File: config.mk
export PLATFORM = sky130hd
export DESIGN_NAME = chss_ctrl
export DESIGN_NICKNAME = d
export VERILOG_FILES = /design/src/hw/rtl/chss_pkg.sv /design/src/hw/rtl/chss_ctrl.sv
export VERILOG_INCLUDE_DIRS = /design/src /design/src/hw/rtl
export SDC_FILE = /design/constraint.sdc
export NUM_CORES = 1
export LEC_CHECK = 0
export BUFFER_PORTS_ARGS = -buffer_cell sky130_fd_sc_hd__buf_2
export CORE_MARGIN = 5
export CORE_UTILIZATION = 30
export CTS_BUF_LIST = sky130_fd_sc_hd__clkbuf_8
export CTS_CLUSTER_DIAMETER = 60
export DETAILED_ROUTE_END_ITERATION = 8
export PLACE_DENSITY = 0.44
export SKIP_CTS_REPAIR_TIMING = 1
export SYNTH_ARGS = -nofsm -noshare
export SYNTH_HDL_FRONTEND = slang
export SYNTH_SLANG_ARGS = --single-unit
File: constraint.sdc
create_clock -name clock -period 4.25 [get_ports clock]
set_input_delay 0.425 -clock clock [delete_from_list [all_inputs] [get_ports clock]]
set_output_delay 0.425 -clock clock [all_outputs]
set_load 0.005 [all_outputs]
File: src/hw/rtl/assert_macros.svh
// Assertion macros shared by the RTL. Synthesis builds see empty bodies.
`ifndef ASSERT_MACROS_SVH
`define ASSERT_MACROS_SVH

`ifndef SYNTHESIS

// Property must hold at every clock edge outside reset.
`define CHSS_ASSERT(label, clk, rst, prop) \
   label: assert property (@(posedge clk) disable iff (rst) (prop)) \
      else $error("chss assertion failed");

// Condition must never be true at a clock edge outside reset.
`define CHSS_NEVER(label, clk, rst, cond) \
   label: assert property (@(posedge clk) disable iff (rst) !(cond)) \
      else $error("chss forbidden condition seen");

`else

`define CHSS_ASSERT(label, clk, rst, prop)

`define CHSS_NEVER(label, clk, rst, cond)

`endif

`endif

File: src/hw/rtl/chss_pkg.sv
`timescale 1ns / 1ps

package chss_pkg;

   localparam int PIX_BITS           = 8;
   localparam int CFG_WIDTH_BITS     = 12;
   localparam int CFG_HEIGHT_BITS    = 13;
   localparam int CSR_DATA_BITS      = 13;
   localparam int CSR_INDEX_BITS     = 1;
   localparam int DEFAULT_MAX_WIDTH  = 2048;
   localparam int DEFAULT_MAX_HEIGHT = 4096;

   localparam logic [CFG_WIDTH_BITS-1:0]  RESET_IMAGE_WIDTH  = 12'd640;
   localparam logic [CFG_HEIGHT_BITS-1:0] RESET_IMAGE_HEIGHT = 13'd480;

   typedef enum logic [CSR_INDEX_BITS-1:0] {
      REG_IMAGE_WIDTH  = 1'b0,
      REG_IMAGE_HEIGHT = 1'b1
   } csr_index_type;

   // Raster position of the pixel being accepted.
   typedef struct packed {
      logic odd_row;
      logic last_row;
      logic frame_end;
   } pos_type;

endpackage

File: src/hw/rtl/chss_ctrl.sv
`timescale 1ns / 1ps

`include "assert_macros.svh"

module chss_ctrl #(
   parameter int MAX_WIDTH  = chss_pkg::DEFAULT_MAX_WIDTH,
   parameter int MAX_HEIGHT = chss_pkg::DEFAULT_MAX_HEIGHT
) (
   input  logic                                    clock,
   input  logic                                    reset,
   input  logic                                    csr_we,
   input  logic [chss_pkg::CSR_INDEX_BITS-1:0]     csr_index,
   input  logic [chss_pkg::CSR_DATA_BITS-1:0]      csr_wdata,
   input  logic                                    advance,
   output logic [$clog2(MAX_WIDTH)-1:0]            col_idx,
   output chss_pkg::pos_type                       pos
);

   localparam int CW   = $clog2(MAX_WIDTH);
   localparam int RW   = $clog2(MAX_HEIGHT);
   localparam int WCMP = (chss_pkg::CFG_WIDTH_BITS > CW + 1) ?
                         chss_pkg::CFG_WIDTH_BITS : CW + 1;
   localparam int HCMP = (chss_pkg::CFG_HEIGHT_BITS > RW + 1) ?
                         chss_pkg::CFG_HEIGHT_BITS : RW + 1;
   localparam logic [WCMP-1:0] MAX_W_EXT = WCMP'(MAX_WIDTH);
   localparam logic [HCMP-1:0] MAX_H_EXT = HCMP'(MAX_HEIGHT);

   logic [chss_pkg::CFG_WIDTH_BITS-1:0]  image_width_ff, image_width_in;
   logic [chss_pkg::CFG_HEIGHT_BITS-1:0] image_height_ff, image_height_in;
   logic [CW-1:0]                        col_count_ff, col_count_in;
   logic [RW-1:0]                        row_count_ff, row_count_in;
   logic [WCMP-1:0]                      width_ext;
   logic [HCMP-1:0]                      height_ext;
   logic [CW-1:0]                        last_col_idx;
   logic [RW-1:0]                        last_row_idx;
   logic                                 last_col;
   logic                                 last_row;

   always_comb begin
      image_width_in  = image_width_ff;
      image_height_in = image_height_ff;
      if (csr_we) begin
         case (chss_pkg::csr_index_type'(csr_index))
            chss_pkg::REG_IMAGE_WIDTH: begin
               image_width_in = csr_wdata[chss_pkg::CFG_WIDTH_BITS-1:0];
            end
            chss_pkg::REG_IMAGE_HEIGHT: begin
               image_height_in = csr_wdata[chss_pkg::CFG_HEIGHT_BITS-1:0];
            end
            default: begin
               image_width_in = image_width_ff;
            end
         endcase
      end
   end

   // Out-of-range sizes are clamped to one and to the buffer limits.
   always_comb begin
      width_ext  = WCMP'(image_width_ff);
      height_ext = HCMP'(image_height_ff);
      if (width_ext == '0) begin
         last_col_idx = '0;
      end else if (width_ext > MAX_W_EXT) begin
         last_col_idx = CW'(MAX_WIDTH - 1);
      end else begin
         last_col_idx = CW'(width_ext - WCMP'(1));
      end
      if (height_ext == '0) begin
         last_row_idx = '0;
      end else if (height_ext > MAX_H_EXT) begin
         last_row_idx = RW'(MAX_HEIGHT - 1);
      end else begin
         last_row_idx = RW'(height_ext - HCMP'(1));
      end
   end

   assign last_col = col_count_ff >= last_col_idx;
   assign last_row = row_count_ff >= last_row_idx;
   assign col_idx  = (col_count_ff > last_col_idx) ? last_col_idx : col_count_ff;

   assign pos.odd_row   = row_count_ff[0];
   assign pos.last_row  = last_row;
   assign pos.frame_end = last_col & last_row;

   always_comb begin
      col_count_in = col_count_ff;
      row_count_in = row_count_ff;
      if (advance) begin
         if (last_col) begin
            col_count_in = '0;
            row_count_in = last_row ? '0 : row_count_ff + RW'(1);
         end else begin
            col_count_in = col_count_ff + CW'(1);
         end
      end
   end

   always_ff @(posedge clock) begin
      if (reset) begin
         image_width_ff  <= chss_pkg::RESET_IMAGE_WIDTH;
         image_height_ff <= chss_pkg::RESET_IMAGE_HEIGHT;
         col_count_ff    <= '0;
         row_count_ff    <= '0;
      end else begin
         image_width_ff  <= image_width_in;
         image_height_ff <= image_height_in;
         col_count_ff    <= col_count_in;
         row_count_ff    <= row_count_in;
      end
   end

   `CHSS_ASSERT(a_frame_wraps, clock, reset, (advance && pos.frame_end) |=> (col_count_ff == '0 && row_count_ff == '0))
   `CHSS_ASSERT(a_col_held, clock, reset, (!advance && !csr_we) |=> $stable(col_idx))

endmodule

After elaboration in Yosys (flattened, before gate mapping):

Index checks and enable logic that the tools add are counted.

* register bits after elaboration: 48
* logic and storage cells: 27
* bits in latches: 0
* output and inout bits: 14
* memory bits (read-only): 0
* input bits: 18
* memories kept: 0
* memory bits (writable): 0

* multiply operators: 0
* mux-type cells: 7
* div/mod/pow operators: 0
* reductions and logical operators: 5
* equal/unequal tests: 0
* $add $sub $neg: 4
* $lt $le $gt $ge: 5
* bitwise operators: 2
* shift-type cells: 0

Operators by type and width (number)
* $mux 11: 4
* $mux 12: 3
* $gt 13x13->1 const B: 1
* $logic_not 13->1: 1
* $add 12x1->12 const B: 1
* $ge 12x12->1: 1
* $gt 12x12->1 const B: 1
* $logic_not 12->1: 1
* $sub 12x1->12 const B: 1
* $add 11x1->11 const B: 1
* $ge 11x11->1: 1
* $gt 11x11->1: 1
* $sub 11x1->11 const B: 1
* $reduce_and 2->1: 3
* $and 1x1->1: 1
* $not 1->1: 1

Logic depth before layout (Yosys ltp):

* depth in word-level cells: 5
* mapped depth: 16
* depth with buffers taken out: 14

Worst setup path after synthesis:

No wires, ideal clock.

* path type: flip-flop to output port
* start: register image_width_ff[0] (netlist name)
* end: output port col_idx[10]
* required time: 3825 ps
* stages on the path, launching flop included: 13
* setup slack: 677 ps
* arrival time: 3148 ps
* buffers on the path: 1
* path through: dfxtp_1 or3_1 or4_1 a21boi_0 o32a_1 o21ai_0 ha_1 and3_1 a311oi_1 o21ai_0 nand2_1 buf_2 mux2i_1

* longest elaborated chain between the ends: 5
* elaborated cells on any way between the ends: 7
* classes of those cells: 1 x add/sub; 2 x order compare; 3 x mux; 1 x reduce/logical

Ends and longest elaborated chain
* start: declaration: line chss_ctrl.sv:28 `logic [chss_pkg::CFG_WIDTH_BITS-1:0] image_width_ff, image_width_in;`
* start signal: assignment: line chss_ctrl.sv:100 `image_width_ff <= chss_pkg::RESET_IMAGE_WIDTH;`
* start signal: assignment: line chss_ctrl.sv:105 `image_width_ff <= image_width_in;`
* $sub 11x1->11 / $gt 12x12->1 (equally long branches): line chss_ctrl.sv:66, chss_ctrl.sv:63
* $mux 11: line chss_ctrl.sv:63 `end else if (width_ext > MAX_W_EXT) begin`
* $mux 11 (*): line chss_ctrl.sv:61 `if (width_ext == '0) begin`
* $gt 11x11->1: line chss_ctrl.sv:79 `assign col_idx = (col_count_ff > last_col_idx) ? last_col_idx : col_count_ff;`
* $mux 11 (*): line chss_ctrl.sv:79
* end: declaration: line chss_ctrl.sv:15 `output logic [$clog2(MAX_WIDTH)-1:0] col_idx,`

Every way passes the cells marked *; elsewhere a longest branch is shown, timed or not.

Worst setup path in the final report:

* start: register image_width_ff[1] (netlist name)
* end: output port col_idx[1]

The elaborated chain is that of the path after synthesis.

==> results_dict.tcl <==
set metrics [dict create \
    ir_drop_uv 124 \
    synth_edf_count 0 \
    drc 0 \
    cts_tree "yes" \
    nets 489 \
    avgSynthCellArea_sq_um 7.76 \
    dr.pass1.iters 4 \
    io_pins 32 \
    worstPathCellList "inv_1 -> ha_1 -> nand2_1 -> or3_4 -> nor3_2 -> a31o_2 -> ha_1 -> a21oi_1 -> a211oi_1 -> a311oi_2 -> o21ai_0 -> nand2_1 -> buf_4 -> mux2i_1 -> buf_2" \
    clock-sinks 48 \
    outcome "completed" \
    crit_arrival_ns 3.54 \
    synth.most_common_cell "nand2_1" \
    dp_slack_ns 0.307 \
    synth_area_sq_um 3260 \
    drive_gt1_frac 0.139 \
    wl_met3_um 249 \
    cts_root_buffer "clkbuf_8" \
    grt_max_degree 45 \
    cp-start-kind "flop" \
    viasPerCell 5.02 \
    clock_path_buffers 2 \
    maxUsedRoutingLayer "met4" \
    setup_viol 0 \
    critPathKind "reg -> out" \
    synth_area_leaders "dfxtp_1 29%, ha_1 10%, nand2_1 8.2%" \
    grt_pass1_wl_um 14300 \
    fin_worst_skew_ns 0.0123 \
    drt-total-wl_um 8510 \
    cp.required_ns 3.83 \
    hold_class "in -> reg" \
    core_sq_um 10700 \
    synth_cell_types 54 \
    maxCapViolations 0 \
    cpPeakStageDelay_ns 0.40 \
    h-tree-depth 2 \
    path_buf_inv 3 \
    die-width_um 114 \
    maxSlewViolCount 0 \
    synth_top_area_share 0.295 \
    fin_crit_sh 0.932 \
    antennaDiodeCount 0 \
    yosys_register_bits 48 \
    power.density_nw_per_um2 289 \
    maxSlewHeadroom 0.445 \
    cpMaxStageDelayCell "nor3_2" \
    hold_slack_ns 0.337 \
    ys_async_sr_fraction 0 \
    cp_max_fo 8 \
    grt_util_all_layers 0.135 \
    path_clk_slew_ns 0.11 \
    drt_iter0_drc 77 \
    setup_tns_ns 0 \
    clk_latency_ns 0.31 \
    drt-wirelength-per-cell_um 14.5 \
    grt_overflow 0 \
    tightest_slew_ns 0.832 \
    p_leak_nw 1.61 \
    worst_slack_ns 0.290 \
    finalHoldViolCount 0 \
    cts_buffers 5 \
    ys.flop_type "dfxtp_1" \
    dpl.hpwl_um 6660 \
    dp.cells 577 \
    num_vias 2935 \
    synth-warning-count 0 \
    cp-end-kind "primary output" \
    yosysTopAreaCell "dfxtp_1" \
    finalCriticalPeriod_ns 3.96 \
    rsz0062_at_grt "no" \
    synth_common_cells "71 x nand2_1, 48 x dfxtp_1, 35 x a21oi_1, 28 x nor2_1, 27 x ha_1" \
    grt_pass1_vias 2855 \
    met1Wirelength_um 4430 \
    gp_congestion 0.796 \
    clock.fmax_mhz 253 \
    ys_seq_area_frac 0.295 \
    io_buffers 31 \
    antenna_found_initial 0 \
    syn-num-nets 465 \
    instances_no_fill 585 \
    synthCells 420 \
    start_util 0.303 \
    ant_nets 0 \
    die_y_um 114 \
    dieArea_sq_um 13000 \
    cp_top_family "simple AND/OR/NAND/NOR gates" \
    rows 38 \
    synthToLayoutAreaGrowth_pct 13.9 \
    wl_met2_um 3780 \
]
## layout make-up
class / instances / area, sq um
Fill cell: 1196 / 7040
Multi-Input combinational cell: 332 / 2160
Sequential cell: 48 / 961
Timing Repair Buffer: 37 / 200
Tap cell: 140 / 175
Inverter: 20 / 75.1
Clock buffer: 5 / 68.8
Clock inverter: 3 / 68.8
## path summary, 6_finish.rpt
kind | startpoint | end | slack (ns) | depth (start not counted)
max | image_width_ff[1] | col_idx[1] | 0.29 | 15
min | csr_wdata[7] | image_width_ff[7] | 0.34 | 3
max reg2reg | height_ext[5] | row_count_ff[6] | 0.49 | 15
min reg2reg | image_width_ff[0] | image_width_ff[0] | 0.49 | 2
## worst min-delay path, stage by stage
cell and delay [ns]:
buf_2 0.09, nand2_1 0.04, nand3b_1 0.06
## cells by family after synthesis
family / synth area share
flops: 0.295
fa+ha+maj: 0.107
simple gates: 0.272
compound gates: 0.190
mux: 0.0373
xor+xnor: 0.0484
buf+inv: 0.0515
## sequential cells by signal, indices dropped and copies added, names as in the netlist
name and count:
image_width_ff 12, height_ext 13, row_count_ff 12, col_count_ff 11
## layout by cell type, fill, tap and decap left out, types with 2 or more instances in the layout
cell	synthesis	layout
inv_1	20	20
nand2_1	71	71
a211oi_1	2	2
nor3b_1	2	2
a21boi_0	3	2
buf_2	2	31
nand4_1	4	4
dfxtp_1	48	48
bufinv_16	0	2
mux2i_1	11	11
nand3b_1	8	8
o21ai_0	10	7
or4_4	0	2
buf_4	2	6
or3_1	4	3
nor4_1	3	3
and2_1	2	2
nand3_1	16	16
clkbuf_8	0	5
a21oi_1	35	35
o31ai_1	5	5
ha_1	27	27
and3_1	10	10
o21ai_1	2	4
nor2_1	28	27
xnor2_1	12	12
a22o_1	10	10
o22ai_1	8	8
or2_2	2	2
a31oi_1	3	2
nor3_1	11	11
xor2_1	6	6
nor2b_1	8	8
a31o_2	2	2
o21a_1	4	4
a21o_1	4	4
## per-stage QoR
step / util / power [mW] / instance area [sq um]
3_5_place_dp: 0.330 / 0.665 / 3540
4_1_cts: 0.342 / 1.09 / 3680
3_3_place_gp: 0.330 / 0.664 / 3540
2_1_floorplan: - / 0.615 / 3260
5_1_grt: 0.345 / 1.12 / 3710
6_report: 0.345 / 1.07 / 3710
## per-layer routing
metal  track usage  up-vias
met2         0.218       38
met3        0.0206        2
met4        0.0277        0
met1         0.191     1352
met5             0        -
li1              -     1543
## power by group
| part | total, mW | internal [mW] | switching, mW |
|---|---|---|---|
| sequential | 0.483 | 0.463 | 0.0202 |
| combinational | 0.176 | 0.0748 | 0.101 |
| clock | 0.414 | 0.237 | 0.177 |
| total | 1.07 | 0.775 | 0.298 |
No activity file was read; power rests on OpenSTA's default activity.
